==> config.mk <==
export PLATFORM = sky130hd
export DESIGN_NAME = lts_front
export DESIGN_NICKNAME = d
export VERILOG_FILES = /design/src/hdl/lts_pkg.sv /design/src/hdl/lts_front.sv
export SDC_FILE = /design/constraint.sdc
export NUM_CORES = 1
export LEC_CHECK = 0
export ABC_AREA = 1
export BUFFER_PORTS_ARGS = -buffer_cell sky130_fd_sc_hd__buf_2
export CORE_MARGIN = 3
export CORE_UTILIZATION = 60
export CTS_BUF_LIST = sky130_fd_sc_hd__clkbuf_2 sky130_fd_sc_hd__clkbuf_4 sky130_fd_sc_hd__clkbuf_8
export DETAILED_ROUTE_END_ITERATION = 12
export PLACE_DENSITY = 0.81
export SYNTH_ARGS = -nofsm -noshare
export SYNTH_HDL_FRONTEND = slang
export SYNTH_SLANG_ARGS = --single-unit
==> constraint.sdc <==
create_clock -name clk_i -period 6.8 [get_ports clk_i]
set_clock_uncertainty 0.1 [all_clocks]
set_input_delay 0.68 -clock clk_i [delete_from_list [all_inputs] [get_ports clk_i]]
set_output_delay 0.68 -clock clk_i [all_outputs]
set_load 0.05 [all_outputs]
==> src/hdl/lts_pkg.sv <==
// Shared types, constants and helper functions of the lit texel block shader.
// Used by the top level, lts_front and lts_back; depends on nothing else.
package lts_pkg;

  localparam int COLORMAP_ROWS  = 64;
  localparam int MAX_BLOCK_SIDE = 16;
  localparam int CMD_DEPTH      = 4;
  localparam int OUT_DEPTH      = 4;
  localparam int LIGHT_W        = 18;
  localparam int LIGHT_ROW_LSB  = 8;

  typedef enum logic [1:0] {
    FUNC_LOAD  = 2'd0,
    FUNC_START = 2'd1,
    FUNC_TEXEL = 2'd2
  } func_e;

  typedef struct packed {
    logic        wr;
    logic [15:0] word;
    logic [7:0]  val;
    logic        row_done;
    logic        block_done;
  } cmd_t;

  typedef struct packed {
    logic [7:0] pixel;
    logic       row_done;
    logic       block_done;
  } res_t;

  function automatic int floor_log2(input int v);
    int k;
    k = 0;
    while (k < 8 && (v >> (k + 1)) != 0) begin
      k = k + 1;
    end
    return k;
  endfunction

  function automatic logic [LIGHT_W-1:0] diff_step(input logic [LIGHT_W-1:0] a,
                                                   input logic [LIGHT_W-1:0] b,
                                                   input logic [2:0] s);
    logic signed [LIGHT_W:0] d;
    logic signed [LIGHT_W:0] r;
    d = $signed({a[LIGHT_W-1], a}) - $signed({b[LIGHT_W-1], b});
    r = d >>> s;
    return r[LIGHT_W-1:0];
  endfunction

  function automatic logic [7:0] row_mod(input logic [7:0] v, input int rows);
    logic [15:0] t;
    logic [15:0] m;
    t = {8'd0, v};
    for (int k = 7; k >= 0; k--) begin
      m = 16'(rows << k);
      if (t >= m) begin
        t = t - m;
      end
    end
    return t[7:0];
  endfunction

endpackage

==> src/hdl/lts_front.sv <==
// Front end: accepts items, keeps the block's light interpolation state and issues commands.
// Depends on lts_pkg.
module lts_front #(
  parameter int COLORMAP_ROWS  = lts_pkg::COLORMAP_ROWS,
  parameter int MAX_BLOCK_SIDE = lts_pkg::MAX_BLOCK_SIDE
) (
  input  logic          clk_i,
  input  logic          rst_ni,
  input  logic          cfg_valid_i,
  input  logic [1:0]    cfg_data_i,
  input  logic          push_i,
  input  logic [1:0]    func_i,
  input  logic [13:0]   table_index_i,
  input  logic [7:0]    table_value_i,
  input  logic [13:0]   light_top_left_i,
  input  logic [13:0]   light_top_right_i,
  input  logic [13:0]   light_bottom_left_i,
  input  logic [13:0]   light_bottom_right_i,
  input  logic [7:0]    texel_i,
  input  logic          full_i,
  output logic          cmd_push_o,
  output lts_pkg::cmd_t cmd_o
);

  localparam int LW       = lts_pkg::LIGHT_W;
  localparam int MaxShift = lts_pkg::floor_log2(MAX_BLOCK_SIDE);
  localparam int Depth    = COLORMAP_ROWS * 256;

  logic [1:0]    mip_q;
  logic [2:0]    shift_q, shift_d, start_shift;
  logic [LW-1:0] left_q, left_d, right_q, right_d;
  logic [LW-1:0] lstep_q, lstep_d, rstep_q, rstep_d;
  logic [LW-1:0] run_q, run_d, rstp_q, rstp_d;
  logic [LW-1:0] left_n, right_n;
  logic [3:0]    col_q, col_d, row_q, row_d, side_last;
  logic [4:0]    side;
  logic          open_q, open_d;
  logic          accept, end_row, end_block;
  logic [LW-1:0] tl, tr, bl, br;

  assign accept      = push_i & ~full_i;
  assign start_shift = (MaxShift > int'(mip_q)) ? 3'(MaxShift - int'(mip_q)) : 3'd0;
  assign side        = (5'd1 << shift_q) - 5'd1;
  assign side_last   = side[3:0];
  assign end_row     = (col_q >= side_last);
  assign end_block   = end_row & (row_q >= side_last);
  assign left_n      = left_q + lstep_q;
  assign right_n     = right_q + rstep_q;
  assign tl          = LW'(light_top_left_i);
  assign tr          = LW'(light_top_right_i);
  assign bl          = LW'(light_bottom_left_i);
  assign br          = LW'(light_bottom_right_i);

  always_comb begin
    shift_d    = shift_q;
    left_d     = left_q;
    right_d    = right_q;
    lstep_d    = lstep_q;
    rstep_d    = rstep_q;
    run_d      = run_q;
    rstp_d     = rstp_q;
    col_d      = col_q;
    row_d      = row_q;
    open_d     = open_q;
    cmd_push_o = 1'b0;
    cmd_o      = '0;
    unique case (lts_pkg::func_e'(func_i))
      lts_pkg::FUNC_LOAD: begin
        cmd_o.wr   = 1'b1;
        cmd_o.word = 16'(table_index_i);
        cmd_o.val  = table_value_i;
        cmd_push_o = accept & (32'(table_index_i) < 32'(Depth));
      end
      lts_pkg::FUNC_START: begin
        if (accept) begin
          shift_d = start_shift;
          left_d  = tl;
          right_d = tr;
          lstep_d = lts_pkg::diff_step(bl, tl, start_shift);
          rstep_d = lts_pkg::diff_step(br, tr, start_shift);
          run_d   = tr;
          rstp_d  = lts_pkg::diff_step(tl, tr, start_shift);
          col_d   = '0;
          row_d   = '0;
          open_d  = 1'b1;
        end
      end
      lts_pkg::FUNC_TEXEL: begin
        cmd_o.word       = run_q[15:0];
        cmd_o.val        = texel_i;
        cmd_o.row_done   = end_row;
        cmd_o.block_done = end_block;
        cmd_push_o       = accept & open_q;
        if (accept && open_q) begin
          run_d = run_q + rstp_q;
          if (end_row) begin
            col_d   = '0;
            left_d  = left_n;
            right_d = right_n;
            run_d   = right_n;
            rstp_d  = lts_pkg::diff_step(left_n, right_n, shift_q);
            if (end_block) begin
              row_d  = '0;
              open_d = 1'b0;
            end else begin
              row_d = row_q + 4'd1;
            end
          end else begin
            col_d = col_q + 4'd1;
          end
        end
      end
      default: begin
      end
    endcase
  end

  always_ff @(posedge clk_i or negedge rst_ni) begin
    if (!rst_ni) begin
      mip_q   <= '0;
      shift_q <= '0;
      left_q  <= '0;
      right_q <= '0;
      lstep_q <= '0;
      rstep_q <= '0;
      run_q   <= '0;
      rstp_q  <= '0;
      col_q   <= '0;
      row_q   <= '0;
      open_q  <= 1'b0;
    end else begin
      if (cfg_valid_i) begin
        mip_q <= cfg_data_i;
      end
      shift_q <= shift_d;
      left_q  <= left_d;
      right_q <= right_d;
      lstep_q <= lstep_d;
      rstep_q <= rstep_d;
      run_q   <= run_d;
      rstp_q  <= rstp_d;
      col_q   <= col_d;
      row_q   <= row_d;
      open_q  <= open_d;
    end
  end

  a_no_push_when_full: assert property (@(posedge clk_i) disable iff (!rst_ni)
    full_i |-> !cmd_push_o)
    else $error("command pushed into a full queue");

  a_block_closes: assert property (@(posedge clk_i) disable iff (!rst_ni)
    (cmd_push_o && !cmd_o.wr && cmd_o.block_done) |=> !open_q)
    else $error("block still open after its final texel");

  a_block_done_ends_row: assert property (@(posedge clk_i) disable iff (!rst_ni)
    (cmd_push_o && !cmd_o.wr && cmd_o.block_done) |-> cmd_o.row_done)
    else $error("final texel of a block does not end a row");

endmodule

# [After elaboration in Yosys (flattened, before gate mapping)]
# Index checks and enable logic that the tools add are counted.
[word_totals] reg_bits=122 out_inout_bits=28
[op_classes] add_sub_neg=11 order_cmp=2 n_eq_ne=6 shift=5 mux=32 bitwise=4 n_reduce_logical=7
[op_table] operator="18-bit two-way mux" n=11
[op_table] operator="18-bit one-hot mux with 2 select lines" n=4
[op_table] operator="18-bit adder" n=3
[op_table] operator="15-bit by 3-bit >>> shifter with 18-bit output" n=3
[op_table] operator="24-bit one-hot mux with 2 select lines" n=1
[op_table] operator="14-bit by 14-bit subtractor with 15-bit output" n=3
[op_table] operator="4-bit two-way mux" n=6
[op_table] operator="19-bit by 3-bit >>> shifter with 18-bit output" n=1
[op_table] operator="18-bit by 18-bit subtractor with 19-bit output" n=1
[op_table] operator="4-bit one-hot mux with 2 select lines" n=2
[op_table] operator="4-bit by 1-bit adder with 4-bit output (second input constant)" n=2
[op_table] operator="4-bit >= comparator" n=2
[op_table] operator="2-bit != test (second input constant)" n=4
[op_table] operator="1-bit two-way mux" n=5
[op_table] operator="5-bit AND reduction" n=1
[op_table] operator="1-bit one-hot mux with 2 select lines" n=2
[op_table] operator="4-bit AND reduction" n=1
[op_table] operator="1-bit by 3-bit left shift with 4-bit output (first input constant)" n=1
[op_table] operator="4-bit by 1-bit subtractor with 4-bit output (second input constant)" n=1
[op_table] operator="1-bit AND" n=3
[op_table] operator="3-bit AND reduction" n=1
[op_table] operator="3-bit by 2-bit subtractor with 3-bit output (first input constant)" n=1
[op_table] operator="2-bit by 1-bit equality test with 1-bit output (second input constant)" n=1
[op_table] operator="2-bit equality test (second input constant)" n=1
[op_table] operator="other kinds (6)" n=6

# [Longest topological paths before layout]
# Gate-level depths: netlist (run 1).
[depth] word_depth=8 mapped_depth=33 ltp_nobuf=33

# [Worst setup path after synthesis (run 1)]
# OpenSTA, ideal clock, no wires.
[synth_path] kind="reg-to-reg" from="register left_q[0]" to="register rstp_q[11]" arrival_ns=3.382 path_slack_ns=3.201 stages_incl_launch_ff=28 n_path_buf=0 cell_sequence="dfrtp_1 -> ha_1 -> inv_1 -> fa_1 -> inv_1 -> nand3_1 -> nand3_1 -> nand3_1 -> nand3_1 -> nand3_1 -> nand2_1 -> a21oi_1 -> o21bai_1 -> xor2_1 -> inv_1 -> ha_1 -> inv_1 -> nor3_1 -> a211oi_1 -> nand3_2 -> nand3_2 -> nand3_2 -> nand2_1 -> nand2_1 -> nand2_1 -> nand2_1 -> nand2_1 -> nand2_1"
[synth_between] elab_chain_cells=6
[synth_rtl] item="start: declaration" line_no="lts_front.sv:31" source="logic [LW-1:0] left_q, left_d, right_q, right_d;"
[synth_rtl] item="start signal: assignment" line_no="lts_front.sv:136" source="left_q <= left_d;"
[synth_rtl] item="18-bit adder" line_no="lts_front.sv:47" source="assign left_n = left_q + lstep_q;"
[synth_rtl] item="18-bit by 18-bit subtractor with 19-bit output" line_no="lts_pkg.sv:46" source="d = $signed({a[LIGHT_W-1], a}) - $signed({b[LIGHT_W-1], b});"
[synth_rtl] item="19-bit by 3-bit >>> shifter with 18-bit output" line_no="lts_pkg.sv:47" source="r = d >>> s;"
[synth_rtl] item="18-bit two-way mux" line_no="lts_front.sv:96" source="if (end_row) begin"
[synth_rtl] item="18-bit two-way mux" line_no="lts_front.sv:94" source="if (accept && open_q) begin"
[synth_rtl] item="18-bit one-hot mux with 2 select lines" line_no="lts_front.sv:67" source="unique case (lts_pkg::func_e'(func_i))"
[synth_rtl] item="end signal: assignment" line_no="lts_front.sv:141" source="rstp_q <= rstp_d;"
[synth_rtl] item="end: declaration" line_no="lts_front.sv:33" source="logic [LW-1:0] run_q, run_d, rstp_q, rstp_d;"
# No other way between the ends. The select of a mux whose other input is x is not followed.
# A chain may end at the register's enable or synchronous reset.

==> impl_metrics.yaml, run 1 <==
worst_setup_path:
  end_kind: "output pin"
  critPathLaunchType: "register"
  path_class: "register to output pin"
  required_ps: 6020
  path_max_fanout: 19
  r2r_slack_ps: 1900
  crit_arrival_ps: 4140
power:
  p_clk_share_pct: 5.4
  power_frac_comb_pct: 79.7
  power_frac_seq_pct: 14.9
  switching_share_pct: 59.17
  switching_power_mw: 4.507
  p_int_mw: 3.109
  peakVddDrop_mv: 0.4993
  p_per_area_nw_per_um2: 577.4
  leakagePower_nw: 7.110
timing:
  fin_ws_ps: 1882
  tightest_slew_ps: 1228
  finalCriticalPeriod_ps: 4918
  slew_headroom_pct: 18.05
  rsz0062_at_grt: "no"
  finalSetupViolations: 0
  fin_hold_ws_ps: 205.9
  fin_crit_sh_pct: 72.33
  hold_viol: 0
  tns_ps: 0
  drv_slew: 0
  fmax_mhz: 203.3
clock_tree:
  cts_made_buffers: 9
  hold_buffers: 0
  clock_latency_ps: 420
  clockBufferDepth: 2
  cts_setup_buffers: 0
  clock_sinks: 112
  clk_pin_slew_ps: 120
  cts_tree: "yes"
  ctsRootBufferMaster: "clkbuf_8"
  htree_levels: 3
  cts_resized: 0
synthesis:
  netlist_area_sq_um: 12260
  synth_ff_type: "dfrtp_1"
  synth_seq_cells: 112
  async_flop_share_pct: 100.0
  synth_nets: 2084
  postSynthCellCount: 1866
  yosys.cell_types.count: 53
  synth.area.mux_share_pct: 0.4081
  synth_top_family_by_area: "simple AND/OR/NAND/NOR gates"
  synth_compound_area_share_pct: 18.34
  yosys.area.top_type: "dfrtp_1"
  synth_warnings: 0
  synth_area_leaders: "dfrtp_1 23%, nand2_1 16%, ha_1 12%"
  synth_edf_count: 0
  synthTopCellsByCount: "526 x nand2_1, 214 x inv_1, 166 x nand3_1"
  seq_area_frac_synth_pct: 22.85
  synthAdderAreaFrac_pct: 12.98
  avgSynthCellArea_sq_um: 6.572
  synth_top_area_share_pct: 22.85
  synth.most_common_cell: "nand2_1"
  yosys.area_share.simple_pct: 30.69
  synth_xor_area_share_pct: 5.499
final_layout:
  seqCellArea_sq_um: 2803
  final_area_sq_um: 13190
  layout-drive-gt1-share_pct: 10.56
  multiInputGateArea_sq_um: 8339
  area_growth_pct: 7.550
  num_antenna_cells: 0
  fill_cells: 1843
  nNetsFinal: 2164
outcome:
  outcome: "complete, no violations"
route:
  vias_per_cell: 5.848
  ant_nets: 0
  firstDrtPassIters: 5
  vias: 12960
  routed_wl_microns: 39140
  avgRoutedWirePerCell_microns: 17.66
  drt_iter0_drc: 957
  drc_errors: 0
job:
  cap_violations: 0
global_routing:
  antenna_found_initial: 0
  track_usage_pct: 34.95
  grt_max_degree: 65
  gr-total-overflow: 0
  grt_pass1_wl_microns: 61690
  first_global_vias: 12200
floorplan:
  row_count: 51
  core_sq_um: 19780
  pin_count: 123
  dieArea_sq_um: 22190
  start_util_pct: 62.00
  dieWidth_microns: 149.0
  die_y_microns: 149.0
placed_design:
  gp_congestion: 1.007
  io_buffers: 122
  dpl.hpwl_microns: 31710
  dpl_cell_area_sq_um: 12990
  place_ws_ps: 1997
min_path:
  hold_path_class: "input port to asynchronous set/reset pin"
critical path, cell delays in order (launching register included):
cell      delay, ps
dfrtp_1         700
clkinv_1        570
nor2_1          300
nand2_1         130
ha_1            350
ha_1            300
inv_1            60
nor2_1           40
o211ai_1        170
nand3_1         330
nand2_1         360
inv_1           160
buf_2           240
kinds of logic after synthesis:
| logic type | Yosys count |
|---|---|
| simple gates | 888 |
| compound gates | 376 |
| mux | 5 |
| fa+ha+maj | 123 |
| flops | 112 |
| xor+xnor | 77 |
| buf+inv | 285 |
power groups by stage:
stage | registers, mW | clock network, mW | logic, mW
after floorplan | 1.03 | 0 | 4.55
after global placement | 1.14 | 0 | 5.82
after detailed placement | 1.14 | 0 | 5.92
after CTS | 1.13 | 0.415 | 5.95
after global routing | 1.16 | 0.441 | 6.80
final | 1.14 | 0.413 | 6.07
through the flow:
| step | power [mW] | cells | utilization (%) |
|---|---|---|---|
| floorplan | 5.581 | 1866 | - |
| global placement | 6.960 | 2200 | 65.66 |
| detailed placement | 7.062 | 2200 | 65.66 |
| CTS | 7.492 | 2216 | 66.67 |
| global route | 8.393 | 2216 | 66.68 |
| finish | 7.616 | 2216 | 66.68 |
layout by cell type, fill, tap and decap left out, types with 4 or more instances in the layout:
cell type,count
nand2_1,526
inv_1,214
nand3_1,166
a21oi_1,125
buf_2,121
nor2_1,118
ha_1,116
dfrtp_1,112
o21ai_0,106
xor2_1,54
o211ai_1,28
xnor2_1,23
a22o_1,22
a31oi_1,22
nand2_2,21
nand4_1,13
o21bai_1,11
o21ai_1,11
nand3_2,10
buf_4,10
or2_2,9
o221ai_1,9
clkbuf_8,9
nor2_2,8
nor3_1,8
fa_1,7
a21o_1,6
clkinv_1,5
o21a_1,5
mux2i_1,5
o22ai_1,5
inv_2,4
a21oi_2,4
registers in the layout, summed over array words and instances (netlist names), 3 cells and up:
register  flops
lstep_q      15
col_q         4
rstp_q       16
left_q       18
row_q         4
run_q        16
shift_q       3
right_q      18
rstep_q      15
path summary, 6_finish.rpt:
check,startpoint,endpoint,cells after the start
min in group clk_i,cfg_data_i[0],mip_q[0]$_DFFE_PN0P_,3
hold / removal,rst_ni,left_q[17]$_DFFE_PN0P_,1
max in group asynchronous,rst_ni,right_q[3]$_DFFE_PN0P_,2
hold reg to reg,right_q[7]$_DFFE_PN0P_,right_q[7]$_DFFE_PN0P_,2
setup / recovery,shift_q[0]$_DFFE_PN0P_,cmd_o[1],12
setup reg to reg,shift_q[0]$_DFFE_PN0P_,row_q[3]$_DFFE_PN0P_,16
per-layer routing:
layer / part of all wire [%] / track usage [%] / vias up
met4: 4.0 / 13.82 / 0
met5: 0 / 0 / -
met3: 8.2 / 6.472 / 79
met1: 42 / 46.64 / 5971
li1: - / - / 6384
met2: 45 / 56.35 / 525
area by class of cell:
class / count / area share (%)
clock buffers: 9 / 0.9391
well taps: 265 / 2.514
inverters: 223 / 6.346
repair buffers: 131 / 5.160
clock inverters: 7 / 0.5691
flip-flops and latches: 112 / 21.25
multi-input cells: 1469 / 63.22
(Power assumes the default switching activity.)
==> run 2, diff against run 1 <==
--- a/config.mk
+++ b/config.mk
@@ -8,10 +8,10 @@
 export ABC_AREA = 1
 export BUFFER_PORTS_ARGS = -buffer_cell sky130_fd_sc_hd__buf_2
 export CORE_MARGIN = 3
-export CORE_UTILIZATION = 60
+export CORE_UTILIZATION = 57
 export CTS_BUF_LIST = sky130_fd_sc_hd__clkbuf_2 sky130_fd_sc_hd__clkbuf_4 sky130_fd_sc_hd__clkbuf_8
 export DETAILED_ROUTE_END_ITERATION = 12
-export PLACE_DENSITY = 0.81
+export PLACE_DENSITY = 0.8
 export SYNTH_ARGS = -nofsm -noshare
 export SYNTH_HDL_FRONTEND = slang
 export SYNTH_SLANG_ARGS = --single-unit
==> constraint.sdc (replaced) <==
create_clock -name clk_i -period 4.1 [get_ports clk_i]
set_clock_uncertainty 0.1 [all_clocks]
set_input_delay 0.41 -clock clk_i [delete_from_list [all_inputs] [get_ports clk_i]]
set_output_delay 0.41 -clock clk_i [all_outputs]
set_load 0.05 [all_outputs]
==> run 2 against run 1 <==
Compared with the run above: hold slack lost 200 ps; design area grew 4.5%; sequential share of layout area is 0.92 points lower.
==> impl_metrics.yaml, run 2 (synthesis results as in run 1) <==
outcome:
  outcome: "complete, no violations"
route:
  vias: 13040
  drt_iter0_drc: 1077
  ant_nets: 0
  vias_per_cell: 5.784
  drc_errors: 0
  avgRoutedWirePerCell_microns: 17.20
  firstDrtPassIters: 8
  routed_wl_microns: 38770
worst_setup_path:
  end_kind: "register"
  crit_buf_inv: 4
  r2r_start: "lstep_q[0]$_DFFE_PN0P_"
  crit_arrival_ps: 4020
  crit_family: "simple AND/OR/NAND/NOR gates"
  path_class: "register to register"
  path_depth: 27
  crit_slowest_cell: "dfrtp_1"
  critPathLaunchType: "register"
  path_max_fanout: 5
  worstSetupStartpoint: "lstep_q[0]$_DFFE_PN0P_"
  required_ps: 4290
  reg2regPathDepth: 27
  max_stage_delay_ps: 420
clock_tree:
  clk_pin_slew_ps: 110
  clockBufferDepth: 2
  clock_latency_ps: 400
  ctsRootBufferMaster: "clkbuf_8"
  cts_tree: "yes"
  cts_made_buffers: 9
  hold_buffers: 0
  htree_levels: 3
  clock_sinks: 112
floorplan:
  row_count: 53
  pin_count: 123
  dieWidth_microns: 152.7
  die_y_microns: 152.7
  core_sq_um: 21090
  dieArea_sq_um: 23310
  start_util_pct: 58.16
final_layout:
  multiInputGateArea_sq_um: 8697
  seqCellArea_sq_um: 2803
  top_regs: "left_q: 18 flops, right_q: 18 flops"
  instances_no_fill: 2254
  num_antenna_cells: 0
  layout-drive-gt1-share_pct: 15.06
  post-route-util_pct: 65.37
  final_area_sq_um: 13790
  fill_cells: 1946
  final_cell_mix: "520 x nand2_1, 208 x inv_1, 158 x nand3_1"
  layout_commonest_cell: "nand2_1"
  nNetsFinal: 2193
  area_growth_pct: 12.41
power:
  p_per_area_nw_per_um2: 958.8
  finalPower_mw: 13.22
  leakagePower_nw: 7.261
  peakVddDrop_mv: 0.6798
timing:
  finalSetupViolations: 0
  fin_crit_sh_pct: 93.25
  fmax_mhz: 261.5
  hold_viol: 0
  tightest_slew_ps: 912.0
  drv_slew: 0
  finalCriticalPeriod_ps: 3823
  slew_headroom_pct: 39.20
placed_design:
  dp_cells: 2228
  io_buffers: 122
  gp_congestion: 0.9960
  dpl_cell_area_sq_um: 13160
  dpl.hpwl_microns: 30730
global_routing:
  grt_max_degree: 67
  gr-total-overflow: 0
  track_usage_pct: 32.34
  grt_pass1_wl_microns: 61810
  antenna_found_initial: 1
  first_global_vias: 12360
min_path:
  hold_path_class: "input port to asynchronous set/reset pin"
job:
  cap_violations: 0
==> run 2: path summary, 6_finish.rpt <==
| kind | slack (ps) | to |
|---|---|---|
| hold reg to reg | 400 | rstp_q[10]$_DFFE_PN0P_ |
| max in group asynchronous | 3140 | lstep_q[0]$_DFFE_PN0P_ |
| setup / recovery | 280 | rstp_q[11]$_DFFE_PN0P_ |
| hold / removal | 8 | lstep_q[16]$_DFFE_PN0P_ |
| setup reg to reg | 280 | rstp_q[11]$_DFFE_PN0P_ |
| min in group clk_i | 110 | mip_q[1]$_DFFE_PN0P_ |
==> run 2: power by group <==
part | switching [mW] | total [mW] | internal (mW) | leakage [nW]
Combinational | 6.72 | 10.7 | 3.97 | 5.82
Sequential | 0.369 | 1.87 | 1.50 | 1.35
Clock | 0.414 | 0.667 | 0.253 | 0.0914
Total | 7.50 | 13.2 | 5.72 | 7.26
==> run 2: area by class of cell <==
type,instances,share of cell area [%]
clock inverter,4,0.2178
multi-input combinational,1469,63.09
timing repair buffer,160,6.698
clock buffer,11,1.098
inverter,223,6.072
sequential,112,20.33
tap,275,2.496
==> run 2: routing by layer <==
metal	track usage [%]	routed length [microns]	part of all wire [%]	up-vias
li1	-	-	-	6420
met1	42.38	16030	41	5994
met2	52.37	17550	45	509
met3	4.743	3056	7.9	112
met4	15.99	2111	5.4	2
met5	0	13	0.034	-
==> run 2: worst reg2reg max path: stages (launching register included) <==
cell      delay [ps]
dfrtp_1          420
ha_4             160
inv_1             60
fa_2             380
inv_2             70
nand3_1           80
nand3_2          120
nand3_2          120
nand3_2          100
nand3_1           90
nand2_2           90
a21oi_1           60
o21bai_1         170
xor2_1           220
inv_1            120
ha_4             260
inv_2             70
nor3_1            50
a211oi_2         280
nand3_2          170
nand3_2          120
nand3_2           70
nand2_1           60
nand2_1           50
nand2_1           60
nand2_1           40
nand2_1           70
nand2_1           60
==> run 2: repair_timing <==
item	CTS	global route
setup endpoints to repair	3	16
pin swaps	0	14
buffers inserted	0	11
gates resized for setup	2	70
==> run 2: per-stage QoR <==
stage | setup TNS, ps | worst slack [ps] | hold WS (ps)
finish | 0 | 276.6 | 8.498
global route | -206.6 | -84.16 | 82.98
CTS | 0 | 50.21 | 65.73
detailed placement | -29.40 | -23.90 | 375.3
global placement | 0 | 129.4 | 370.8
floorplan | 0 | 501.0 | 14.41
