--- src/hdl/lts_fifo.sv ---
// Small register FIFO with occupancy count, used for the command queue and result buffer.
// Has no dependencies; the depth must be a power of two.
module lts_fifo #(
  parameter int W     = 8,
  parameter int DEPTH = 4
) (
  input  logic                       clk_i,
  input  logic                       rst_ni,
  input  logic                       push_i,
  input  logic [W-1:0]               data_i,
  input  logic                       pop_i,
  output logic [W-1:0]               data_o,
  output logic                       full_o,
  output logic                       empty_o,
  output logic [$clog2(DEPTH+1)-1:0] count_o
);

  localparam int PW = $clog2(DEPTH);
  localparam int CW = $clog2(DEPTH + 1);

  logic [W-1:0]  mem_q [DEPTH];
  logic [PW-1:0] wptr_q, wptr_d, rptr_q, rptr_d;
  logic [CW-1:0] cnt_q, cnt_d;
  logic          do_push, do_pop;

  assign full_o  = (cnt_q == CW'(DEPTH));
  assign empty_o = (cnt_q == '0);
  assign count_o = cnt_q;
  assign data_o  = mem_q[rptr_q];
  assign do_push = push_i & ~full_o;
  assign do_pop  = pop_i & ~empty_o;

  always_comb begin
    wptr_d = do_push ? wptr_q + PW'(1) : wptr_q;
    rptr_d = do_pop ? rptr_q + PW'(1) : rptr_q;
    cnt_d  = cnt_q;
    if (do_push && !do_pop) begin
      cnt_d = cnt_q + CW'(1);
    end else if (do_pop && !do_push) begin
      cnt_d = cnt_q - CW'(1);
    end
  end

  always_ff @(posedge clk_i or negedge rst_ni) begin
    if (!rst_ni) begin
      wptr_q <= '0;
      rptr_q <= '0;
      cnt_q  <= '0;
    end else begin
      wptr_q <= wptr_d;
      rptr_q <= rptr_d;
      cnt_q  <= cnt_d;
    end
  end

  always_ff @(posedge clk_i) begin
    if (do_push) begin
      mem_q[wptr_q] <= data_i;
    end
  end

endmodule

--- config.mk ---
export PLATFORM = sky130hd
export DESIGN_NAME = lts_fifo
export DESIGN_NICKNAME = d
export VERILOG_FILES = /design/src/hdl/lts_fifo.sv
export SDC_FILE = /design/constraint.sdc
export NUM_CORES = 1
export LEC_CHECK = 0
export ABC_AREA = 1
export BUFFER_PORTS_ARGS = -buffer_cell sky130_fd_sc_hd__buf_2
export CAP_MARGIN = 10
export CORE_MARGIN = 8
export CORE_UTILIZATION = 51
export DETAILED_ROUTE_END_ITERATION = 6
export PLACE_DENSITY_LB_ADDON = 0.08
export RECOVER_POWER = 50
export SYNTH_ARGS = -nofsm -noshare
export SYNTH_HDL_FRONTEND = slang
export SYNTH_SLANG_ARGS = --single-unit
--- constraint.sdc ---
create_clock -name clk_i -period 3.5 [get_ports clk_i]
set_clock_uncertainty 0.15 [all_clocks]
set_input_delay 0.525 -clock clk_i [delete_from_list [all_inputs] [get_ports clk_i]]
set_output_delay 0.525 -clock clk_i [all_outputs]
set_load 0.005 [all_outputs]
* After elaboration in Yosys (flattened, before gate mapping) *
Memory sizes are Yosys's and may differ from the RTL's.
Cells that the tools add are included.

word-level totals
  memories = 1
  bits in writable memories = 32
  flip-flop bits (word level) = 7
  output and inout port bits = 13
  input port bits = 12
  logic and storage cells = 23

cells by class
  equality and inequality tests = 1
  bitwise logic cells = 4
  reductions and logical operators = 6
  add/sub/neg operators = 4
  mux-type cells = 4

memories
  name   words  bits a word  rd ports  clocked after memory_dff  wr ports  RTL line  RTL
  mem_q  4      8            1         0                         1         21        logic [W-1:0] mem_q [DEPTH];

operators by type and width
  cell                                                                number
  3-bit two-way mux                                                   2
  2-bit by 1-bit adder with 2-bit output, second input constant       2
  3-bit by 1-bit adder with 3-bit output, second input constant       1
  3-bit == test, second input constant                                1
  3-bit logical NOT                                                   1
  3-bit by 1-bit subtractor with 3-bit output, second input constant  1
  1-bit AND                                                           2
  1-bit logical AND                                                   2
  1-bit logical NOT                                                   2
  1-bit two-way mux                                                   2
  1-bit NOT                                                           2
  2-bit nonzero test                                                  1

* Logic depth before layout (Yosys ltp) *
Gate-level depths: netlist of the first run.

  depth in word-level cells = 7
  depth in mapped cells = 12
  gate-level depth less buffers = 12

* Least setup slack after synthesis of the first run *
No wires, ideal clock.

  path kind = flip-flop to flip-flop
  start = register cnt_q[0] (netlist: count_o[0])
  end = register cnt_q[1] (netlist: count_o[1])
  period minus slack after synthesis = 1907 ps
  data required time = 3224 ps
  path slack = 1593 ps
  path buffers = 0
  library setup time = 126 ps
  cell stages (with the launch flop) = 10
  arrival = 1631 ps
  cell sequence = dfrtp_1 inv_1 nand3_1 nand2_1 inv_1 ha_1 inv_1 fa_1 nand2_1 o21ai_0

between the ends
  elaborated cells on any way between the ends = 15
  those cells by class = add/sub: 2; eq/ne: 1; mux: 2; bitwise: 4; reduce/logical: 6

RTL lines
  item                      RTL line  RTL
  start: declaration        23        logic [CW-1:0] cnt_q, cnt_d;
  start signal: assignment  52        cnt_q <= cnt_d;
  3-bit == test             26        assign full_o = (cnt_q == CW'(DEPTH));
  1-bit NOT                 30        assign do_push = push_i & ~full_o;
  1-bit AND                 30
  named net do_push         24        logic do_push, do_pop;
  1-bit logical AND         37        if (do_push && !do_pop) begin
  3-bit two-way mux         37
  named net cnt_d[1]        23

The timed path passes the listed nets, and every way through them passes these cells. The select of a mux whose other input is x is not followed.
A chain may end at the register's enable or synchronous reset.

* Worst setup path after layout of the first run *
  start = register rptr_q[0]
  end = output data_o[3]

between the ends
  cells in the longest elaborated chain, start to end = 1

RTL lines
  item                      RTL line  RTL
  start: declaration        22        logic [PW-1:0] wptr_q, wptr_d, rptr_q, rptr_d;
  start signal: assignment  51        rptr_q <= rptr_d;
  memory read 4 x 8 bit     --
  end: declaration          12        output logic [W-1:0] data_o,

Every way passes these cells.

==> results of run 1 <==
worst max path at each step:
stage,cells past startpoint,to,slack (ns)
after floorplan,9,count_o[1]$_DFFE_PN0P_,1.59
after global placement,3,mem_q[1][5]$_DFFE_PP_,1.53
after detailed placement,11,count_o[2]$_DFFE_PN0P_,1.40
after CTS,5,data_o[3],1.23
after global routing,5,data_o[4],0.67
final,5,data_o[3],0.96
per-layer routing:
metal  track usage  wire length (microns)  vias to the layer above
met4       0.05870                     60                        0
met2        0.2314                   1635                       22
met1        0.1372                   1282                      541
li1              -                      -                      564
met5             0                      0                        -
met3       0.04582                    137                        6
sequential cells by signal, indices dropped and copies added (netlist names):
register and flops:
count_o 3, rptr_q 2, wptr_q 2, mem_q 32
logic make-up after synthesis:
kind of cell / count (synthesis) / share of synthesized area
adder cells (fa/ha/maj): 6 / 0.04762
XOR/XNOR: 1 / 0.005051
buffers and inverters: 38 / 0.09885
flip-flops: 39 / 0.6551
AND/OR/NAND/NOR: 53 / 0.1212
AO/OA/AOI/OAI: 17 / 0.07215
Yosys cell counts:
| master | count | area [sq um] |
|---|---|---|
| sky130_fd_sc_hd__fa_1 | 1 | 20.02 |
| sky130_fd_sc_hd__inv_2 | 2 | 7.510 |
| sky130_fd_sc_hd__o21ai_0 | 1 | 5.000 |
| sky130_fd_sc_hd__nand3_1 | 7 | 35.03 |
| sky130_fd_sc_hd__o211ai_1 | 16 | 120.1 |
| sky130_fd_sc_hd__clkbuf_8 | 1 | 13.76 |
| sky130_fd_sc_hd__buf_4 | 1 | 7.510 |
| sky130_fd_sc_hd__xnor2_1 | 1 | 8.760 |
| sky130_fd_sc_hd__inv_1 | 32 | 120.1 |
| sky130_fd_sc_hd__nor2_1 | 4 | 15.01 |
| sky130_fd_sc_hd__dfrtp_1 | 7 | 175.2 |
| sky130_fd_sc_hd__nand4_1 | 1 | 6.260 |
| sky130_fd_sc_hd__nand2_1 | 41 | 153.9 |
| sky130_fd_sc_hd__ha_1 | 5 | 62.56 |
| sky130_fd_sc_hd__edfxtp_1 | 32 | 960.9 |
| sky130_fd_sc_hd__buf_6 | 2 | 22.52 |
layout make-up:
| cell class | count | area (sq um) |
|---|---|---|
| inverter | 34 | 127.6 |
| clock inverter | 1 | 5.005 |
| timing repair buffer | 25 | 116.4 |
| sequential | 39 | 1136 |
| fill | 308 | 1396 |
| tap | 46 | 57.56 |
| multi-input combinational | 77 | 426.7 |
| clock buffer | 7 | 45.04 |
power groups by stage:
| stage | logic (mW) | clock network [mW] | registers, mW |
|---|---|---|---|
| global placement | 0.547 | 0 | 0.703 |
| CTS | 0.571 | 0.221 | 0.703 |
| detailed placement | 0.568 | 0 | 0.714 |
| finish | 0.555 | 0.210 | 0.700 |
| floorplan | 0.427 | 0 | 0.681 |
| global route | 0.652 | 0.238 | 0.715 |
metrics by stage:
step | hold slack, ns | setup WS, ns
2_1_floorplan | 0.07941 | 1.593
3_3_place_gp | 0.2160 | 1.532
3_5_place_dp | 0.2249 | 1.395
4_1_cts | 0.2395 | 1.235
5_1_grt | 0.2894 | 0.6674
6_report | 0.3074 | 0.9599
==> results_tabular.tex, run 1 <==
\begin{tabular}{lr}
\hline
Metric & Value \\
\hline
\multicolumn{2}{l}{\textbf{Status}} \\
Run status & finished, final reports clean \\
\multicolumn{2}{l}{\textbf{Placed design}} \\
Post-placement cell area & $\sim$1900 sq um \\
Placed cells & 220 \\
Number of buffer cells added on primary ports & 24 \\
Post-DP HPWL & 2235 microns \\
Gpl congestion & 0.6666 \\
\multicolumn{2}{l}{\textbf{Floorplan}} \\
Die extent in x & between 70 and 80 microns \\
Overall die area & 5522 sq um \\
Vertical die dimension & 74.31 microns \\
Initial Utilization & 0.5238 \\
Std cell rows & 21 \\
Area of the core & 3311 sq um \\
Io pins & 25 \\
\multicolumn{2}{l}{\textbf{Pwr}} \\
Combinational fraction of design power & 0.379 \\
Total power divided by cell area & 765.1 nW/um\^{}2 \\
Net switching share of the total power & 0.3758 \\
Clk pwr share & 0.144 \\
Final total power & approximately 1.5 mW \\
Max VDD drop & roughly 0.00047 V \\
Internal portion of total power & 0.9143 mW \\
Sequential share of power & 0.478 \\
Net load switching power & around 0.55 mW \\
Static Leakage & roughly 0.86 nW \\
\multicolumn{2}{l}{\textbf{Critical path}} \\
Type of element launching the critical path & flop \\
Setup crit end kind & output pin \\
First element of the critical path & rptr\_q[0]\$\_DFFE\_PN0P\_ \\
Sequence of cells on the critical path & inv\_1 > nand2\_1 > o211ai\_1 > nand2\_1 > buf\_2 \\
Required time worst endpoint & about 2.8 ns \\
Critical path's largest stage delay & roughly 0.68 ns \\
Highest fanout seen on the critical path & 33 \\
Worst R2R End & count\_o[2]\$\_DFFE\_PN0P\_ \\
CP max-delay cell & sky130\_fd\_sc\_hd\_\_inv\_1 \\
Cell seen most often among critical-path stages & sky130\_fd\_sc\_hd\_\_nand2\_1 \\
CP Class & reg2out \\
FF-to-FF path depth & 11 \\
FF-to-FF setup slack & $\sim$1.4 ns \\
Worst path bufs/invs & 2 \\
Worst reg2reg path startpoint & count\_o[0]\$\_DFFE\_PN0P\_ \\
Data arrival time of the worst path & 1.87 ns \\
Cell family with most CP delay & buffers and inverters \\
\multicolumn{2}{l}{\textbf{Logic synthesis}} \\
Yosys synthesis warning count & 0 \\
Avg Cell Area, Syn & approximately 11 sq um \\
Number of distinct library cells after synthesis & 16 \\
Post-synth design cell area & $\sim$1700 sq um \\
Number of synthesized register bits & 39 \\
Gate count after technology mapping & $\sim$150 \\
Sequential fraction of the synthesis area & 0.6551 \\
Synth Net Count & 172 \\
\multicolumn{2}{l}{\textbf{Run}} \\
Maxcap violations & 0 \\
\multicolumn{2}{l}{\textbf{Global route}} \\
Number of antenna violations at the first check in global routing & 0 \\
Via count of the first global-routing pass & about 1200 \\
Pin count of the biggest net entering global routing & 34 \\
Global-route wire length before repair & between 5000 and 6000 microns \\
Total congestion overflow after global routing & 0 \\
Global router's overall resource usage & 0.1312 \\
\multicolumn{2}{l}{\textbf{STA}} \\
RSZ-0062 raised after global routing & no \\
Relative slew slack & 0.3838 \\
Final Max Slew Viols & 0 \\
Setup Total Neg Slack & 0 ns \\
Final number of hold-violating endpoints & 0 \\
Crit share post-route & 0.7258 \\
Tightest Pin Transition & just over 0.9 ns \\
Max Clock Freq & just under 400 MHz \\
Shortest clock period the worst path allows after layout & about 2.5 ns \\
Setup violators final & 0 \\
\multicolumn{2}{l}{\textbf{Route}} \\
Iteration count of the initial detailed-routing pass & 4 \\
Wire length reported by the detailed router & $\sim$3100 microns \\
Detailed-route via count & approximately 1100 \\
First DRT Iteration DRCs & a little under 80 \\
DR vias/cell & about 4.9 \\
Antenna violation net count after detailed routing & 0 \\
Routed wire per std cell & between 10 and 15 microns \\
Number of remaining DRC errors & 0 \\
\multicolumn{2}{l}{\textbf{Min path}} \\
Worst hold path startpoint & data\_i[2] \\
Capture endpoint of the worst hold path & mem\_q[2][2]\$\_DFFE\_PP\_ \\
Classification of the worst-slack hold path & in2reg \\
WHS Path Cells & 1 \\
\multicolumn{2}{l}{\textbf{CTS}} \\
Number of gates resized after cts & 0 \\
Number of clock buffers inserted by TritonCTS & 5 \\
Clock tree buffer depth & 2 \\
Hold buffer count at cts & 1 \\
\# Post-CTS Setup Buffers & 0 \\
CTS tree & yes \\
Clock insertion delay at the later pin of the skew report & approximately 0.33 ns \\
Clock tree root buffer cell & sky130\_fd\_sc\_hd\_\_clkbuf\_4 \\
Num Clock Sinks & 39 \\
H-tree levels & 2 \\
Clock-pin slew reported for the worst setup and hold paths after clock tree synthesis & around 0.11 ns \\
\multicolumn{2}{l}{\textbf{Layout}} \\
Core utilization of the finished layout & 0.5782 \\
Share of final-layout standard cells stronger than drive strength 1 & 0.1038 \\
Most used cells in the layout excluding fill and tap cells & 41 x sky130\_fd\_sc\_hd\_\_nand2\_1, 34 x sky130\_fd\_sc\_hd\_\_inv\_1, 32 x sky130\_fd\_sc\_hd\_\_edfxtp\_1 \\
Filler-free cell count of the finished design & 229 \\
Most common cell after layout, fill and taps aside & sky130\_fd\_sc\_hd\_\_nand2\_1 \\
Count of inserted antenna diode cells & 0 \\
Layout Nets & 200 \\
Layout-stage area growth over the synthesis result & 10.39\% \\
Post-route cell area & approximately 1900 sq um \\
\hline
\end{tabular}
Power figures use the tool's default switching activity.
==> run 2: changes to the inputs <==
--- a/config.mk
+++ b/config.mk
@@ -5,11 +5,11 @@
 export SDC_FILE = /design/constraint.sdc
 export NUM_CORES = 1
 export LEC_CHECK = 0
-export ABC_AREA = 1
+export ABC_AREA = 0
 export BUFFER_PORTS_ARGS = -buffer_cell sky130_fd_sc_hd__buf_2
 export CAP_MARGIN = 10
 export CORE_MARGIN = 8
-export CORE_UTILIZATION = 51
+export CORE_UTILIZATION = 49
 export DETAILED_ROUTE_END_ITERATION = 6
 export PLACE_DENSITY_LB_ADDON = 0.08
 export RECOVER_POWER = 50
==> constraint.sdc (replaced) <==
create_clock -name clk_i -period 2.3 [get_ports clk_i]
set_clock_uncertainty 0.15 [all_clocks]
set_input_delay 0.345 -clock clk_i [delete_from_list [all_inputs] [get_ports clk_i]]
set_output_delay 0.345 -clock clk_i [all_outputs]
set_load 0.005 [all_outputs]
==> run 2 against run 1 <==
Effect of this change: combinational power increased by 28%; largest power group unchanged; utilization increased by 0.79 points; non-clock buffer count is 2 higher; sequential power grew 56%; sequential share of layout area grew 3.6 points; highest routed layer unchanged; largest cell class unchanged; critical path type is now reg2reg; critical endpoint is now count_o[2]$_DFFE_PN0P_.
==> results_tabular.tex, run 2 <==
\begin{tabular}{lr}
\hline
Metric & Value \\
\hline
\multicolumn{2}{l}{\textbf{Global route}} \\
Global-route wire length before repair & 4077 microns \\
Total congestion overflow after global routing & 0 \\
Number of antenna violations at the first check in global routing & 0 \\
Via count of the first global-routing pass & approximately 780 \\
Pin count of the biggest net entering global routing & 12 \\
Global router's overall resource usage & 0.1052 \\
\multicolumn{2}{l}{\textbf{Critical path}} \\
Worst reg2reg path startpoint & count\_o[0]\$\_DFFE\_PN0P\_ \\
Worst R2R End & count\_o[2]\$\_DFFE\_PN0P\_ \\
Required time worst endpoint & approximately 2.4 ns \\
Type of element launching the critical path & flop \\
Critical path's largest stage delay & around 0.48 ns \\
FF-to-FF path depth & 8 \\
Data arrival time of the worst path & between 2 and 2.5 ns \\
Highest fanout seen on the critical path & 5 \\
Setup crit end kind & flop \\
Cell seen most often among critical-path stages & sky130\_fd\_sc\_hd\_\_xor2\_1 \\
CP max-delay cell & sky130\_fd\_sc\_hd\_\_dfrtp\_1 \\
First element of the critical path & count\_o[0]\$\_DFFE\_PN0P\_ \\
CP Class & reg2reg \\
Sequence of cells on the critical path & nor3\_2 > nand2b\_1 > ha\_1 > inv\_1 > fa\_1 > xor2\_1 > nor2\_1 > xor2\_1 \\
FF-to-FF setup slack & 0.12 ns \\
\multicolumn{2}{l}{\textbf{Pwr}} \\
Total power divided by cell area & $\sim$1200 nW/um\^{}2 \\
Combinational fraction of design power & 0.331 \\
Internal portion of total power & around 1.5 mW \\
Clk pwr share & 0.163 \\
Net load switching power & 0.6492 mW \\
Static Leakage & approximately 0.65 nW \\
Sequential share of power & 0.506 \\
Max VDD drop & between 0.0005 and 0.0006 V \\
Net switching share of the total power & 0.3021 \\
\multicolumn{2}{l}{\textbf{Route}} \\
Routed metal-1 wire length & between 1000 and 1500 microns \\
Routed wire length on met2 & between 1000 and 1500 microns \\
Routed met3 length & approximately 130 microns \\
Detailed-route via count & between 700 and 800 \\
Antenna violation net count after detailed routing & 0 \\
Routed wire per std cell & 16.35 microns \\
First DRT Iteration DRCs & 23 \\
Iteration count of the initial detailed-routing pass & 4 \\
Wire length reported by the detailed router & around 2500 microns \\
Number of remaining DRC errors & 0 \\
Top Layer Used & met4 \\
DR vias/cell & between 4 and 5 \\
\multicolumn{2}{l}{\textbf{Floorplan}} \\
Std cell rows & 20 \\
Die extent in x & approximately 73 microns \\
Vertical die dimension & between 70 and 80 microns \\
Initial Utilization & 0.5163 \\
Area of the core & between 3000 and 4000 sq um \\
Overall die area & between 5000 and 6000 sq um \\
Io pins & 25 \\
\multicolumn{2}{l}{\textbf{CTS}} \\
Clock-pin slew reported for the worst setup and hold paths after clock tree synthesis & about 0.11 ns \\
H-tree levels & 2 \\
Clock tree buffer depth & 2 \\
CTS tree & yes \\
Number of clock buffers inserted by TritonCTS & 5 \\
\# Post-CTS Setup Buffers & 0 \\
Clock tree root buffer cell & sky130\_fd\_sc\_hd\_\_clkbuf\_4 \\
Num Clock Sinks & 39 \\
Clock insertion delay at the later pin of the skew report & 0.33 ns \\
\multicolumn{2}{l}{\textbf{Layout}} \\
Most common cell after layout, fill and taps aside & sky130\_fd\_sc\_hd\_\_edfxtp\_1 \\
Layout Nets & between 100 and 150 \\
Layout-stage area growth over the synthesis result & 13.54\% \\
Post-route cell area & about 1800 sq um \\
Share of final-layout standard cells stronger than drive strength 1 & 0.3303 \\
Flip-flop count of the largest register, all copies and words added & 32 \\
Register name with the most flops & mem\_q \\
Most used cells in the layout excluding fill and tap cells & 32 x sky130\_fd\_sc\_hd\_\_edfxtp\_1, 13 x sky130\_fd\_sc\_hd\_\_clkbuf\_1, 13 x sky130\_fd\_sc\_hd\_\_buf\_2 \\
Count of inserted antenna diode cells & 0 \\
Core utilization of the finished layout & 0.5862 \\
\multicolumn{2}{l}{\textbf{Logic synthesis}} \\
Library cell occupying the most area in the post-synthesis netlist & sky130\_fd\_sc\_hd\_\_edfxtp\_1 \\
Number of synthesized flops with an enable pin & 32 \\
Top cell type's share of synthesized area & 0.6047 \\
Yosys synthesis warning count & 0 \\
Post-synth design cell area & $\sim$1600 sq um \\
Number of synthesized register bits & 39 \\
Sequential fraction of the synthesis area & 0.7150 \\
Number of distinct library cells after synthesis & 20 \\
Synth Flop Type & sky130\_fd\_sc\_hd\_\_edfxtp\_1 \\
Gate count after technology mapping & 77 \\
Most frequent cells after synthesis & 32 x sky130\_fd\_sc\_hd\_\_edfxtp\_1, 8 x sky130\_fd\_sc\_hd\_\_mux4\_2, 7 x sky130\_fd\_sc\_hd\_\_dfrtp\_1, 5 x sky130\_fd\_sc\_hd\_\_ha\_1 \\
Top area cells in the synthesized netlist & sky130\_fd\_sc\_hd\_\_edfxtp\_1 60\%, sky130\_fd\_sc\_hd\_\_mux4\_2 11\%, sky130\_fd\_sc\_hd\_\_dfrtp\_1 11\%, sky130\_fd\_sc\_hd\_\_ha\_1 3.9\%, sky130\_fd\_sc\_hd\_\_xnor2\_1 2.2\% \\
Avg Cell Area, Syn & between 20 and 25 sq um \\
Most common cell in the netlist & sky130\_fd\_sc\_hd\_\_edfxtp\_1 \\
Synth Net Count & 95 \\
Share of flip-flops with an asynchronous set or reset after synthesis & 0.1795 \\
\multicolumn{2}{l}{\textbf{Status}} \\
Run status & finished, final reports clean \\
\multicolumn{2}{l}{\textbf{Min path}} \\
Classification of the worst-slack hold path & in2reg \\
Worst hold path startpoint & data\_i[3] \\
Capture endpoint of the worst hold path & mem\_q[0][3]\$\_DFFE\_PP\_ \\
WHS Path Cells & 1 \\
\multicolumn{2}{l}{\textbf{STA}} \\
Final Max Slew Viols & 0 \\
Max Clock Freq & about 460 MHz \\
Shortest clock period the worst path allows after layout & 2.184 ns \\
Final number of hold-violating endpoints & 0 \\
Setup violators final & 0 \\
Tightest Pin Transition & 0.4258 ns \\
RSZ-0062 raised after global routing & no \\
Setup Total Neg Slack & 0 ns \\
Crit share post-route & 0.9494 \\
Relative slew slack & 0.7162 \\
\multicolumn{2}{l}{\textbf{Placed design}} \\
Gpl congestion & around 0.80 \\
Post-placement cell area & about 1800 sq um \\
Number of buffer cells added on primary ports & 24 \\
Post-DP HPWL & 1760 microns \\
\multicolumn{2}{l}{\textbf{Run}} \\
Maxcap violations & 0 \\
\hline
\end{tabular}
[run 2: cell count changes after synthesis, sizes merged, moves of 2 or more]
cell | before | now
and2 | 0 | 4
mux4 | 0 | 8
inv | 34 | 3
nand2 | 41 | 0
nor2 | 4 | 1
xnor2 | 1 | 4
nand3 | 7 | 0
mux2 | 0 | 2
o211ai | 16 | 0
xor2 | 0 | 2
[run 2: worst max-delay path, delay by kind of cell, from the launching register on]
| family | cells | cell delay (ns) |
|---|---|---|
| adder cells (fa/ha/maj) | 2 | 0.57 |
| AND/OR/NAND/NOR | 3 | 0.56 |
| flip-flops | 1 | 0.48 |
| XOR/XNOR | 2 | 0.30 |
| buffers and inverters | 1 | 0.06 |
[run 2: kinds of logic (layout without fill, tap and decap cells)]
group / Yosys count / count (layout) / synth area share
XOR/XNOR: 6 / 6 / 0.03307
AND/OR/NAND/NOR: 10 / 10 / 0.05040
buffers and inverters: 6 / 38 / 0.01968
flip-flops: 39 / 39 / 0.7150
multiplexers: 10 / 10 / 0.1299
adder cells (fa/ha/maj): 6 / 6 / 0.05197
[run 2: worst max-delay path by stage]
stage | end | cells past startpoint
2_1_floorplan | count_o[2]$_DFFE_PN0P_ | 8
5_1_grt | count_o[2]$_DFFE_PN0P_ | 8
6_report | count_o[2]$_DFFE_PN0P_ | 8
3_3_place_gp | count_o[2]$_DFFE_PN0P_ | 8
4_1_cts | count_o[2]$_DFFE_PN0P_ | 8
3_5_place_dp | count_o[2]$_DFFE_PN0P_ | 8
[run 2: power by group through the flow]
stage | clock network (mW) | registers [mW] | logic [mW]
2_1_floorplan | 0 | 1.05 | 0.541
3_3_place_gp | 0 | 1.10 | 0.742
3_5_place_dp | 0 | 1.11 | 0.754
4_1_cts | 0.365 | 1.10 | 0.756
5_1_grt | 0.392 | 1.11 | 0.796
6_report | 0.350 | 1.09 | 0.711
[run 2: layout make-up]
class                   instances  area (sq um)
fillers                       257          1274
repair buffers                 27         127.6
clock buffers                   7         55.05
well taps                      44         55.05
clock inverters                 1         3.754
flip-flops and latches         39          1136
inverters                       3         11.26
multi-input cells              32         415.4
[run 2: metrics by stage]
stage	instances	power [mW]	hold slack, ns	setup slack (ns)
2_1_floorplan	77	1.589	-0.1006	0.1610
3_5_place_dp	144	1.863	0.04351	0.08947
6_report	153	2.149	0.1168	0.1164
5_1_grt	153	2.294	0.1244	0.04708
4_1_cts	153	2.217	0.05325	0.04807
3_3_place_gp	144	1.843	0.03619	0.1941
[run 2: layer usage]
layer / up-vias / GRT usage
met5: - / 0
met4: 0 / 0.06667
met3: 8 / 0.03984
met2: 19 / 0.1511
met1: 368 / 0.1295
li1: 358 / -
[run 2: timing repair]
item                                   CTS  global route
setup endpoints to repair                0             1
endpoints found under the hold margin    7             0
hold buffers                             1             0
gates resized for setup                  0             1
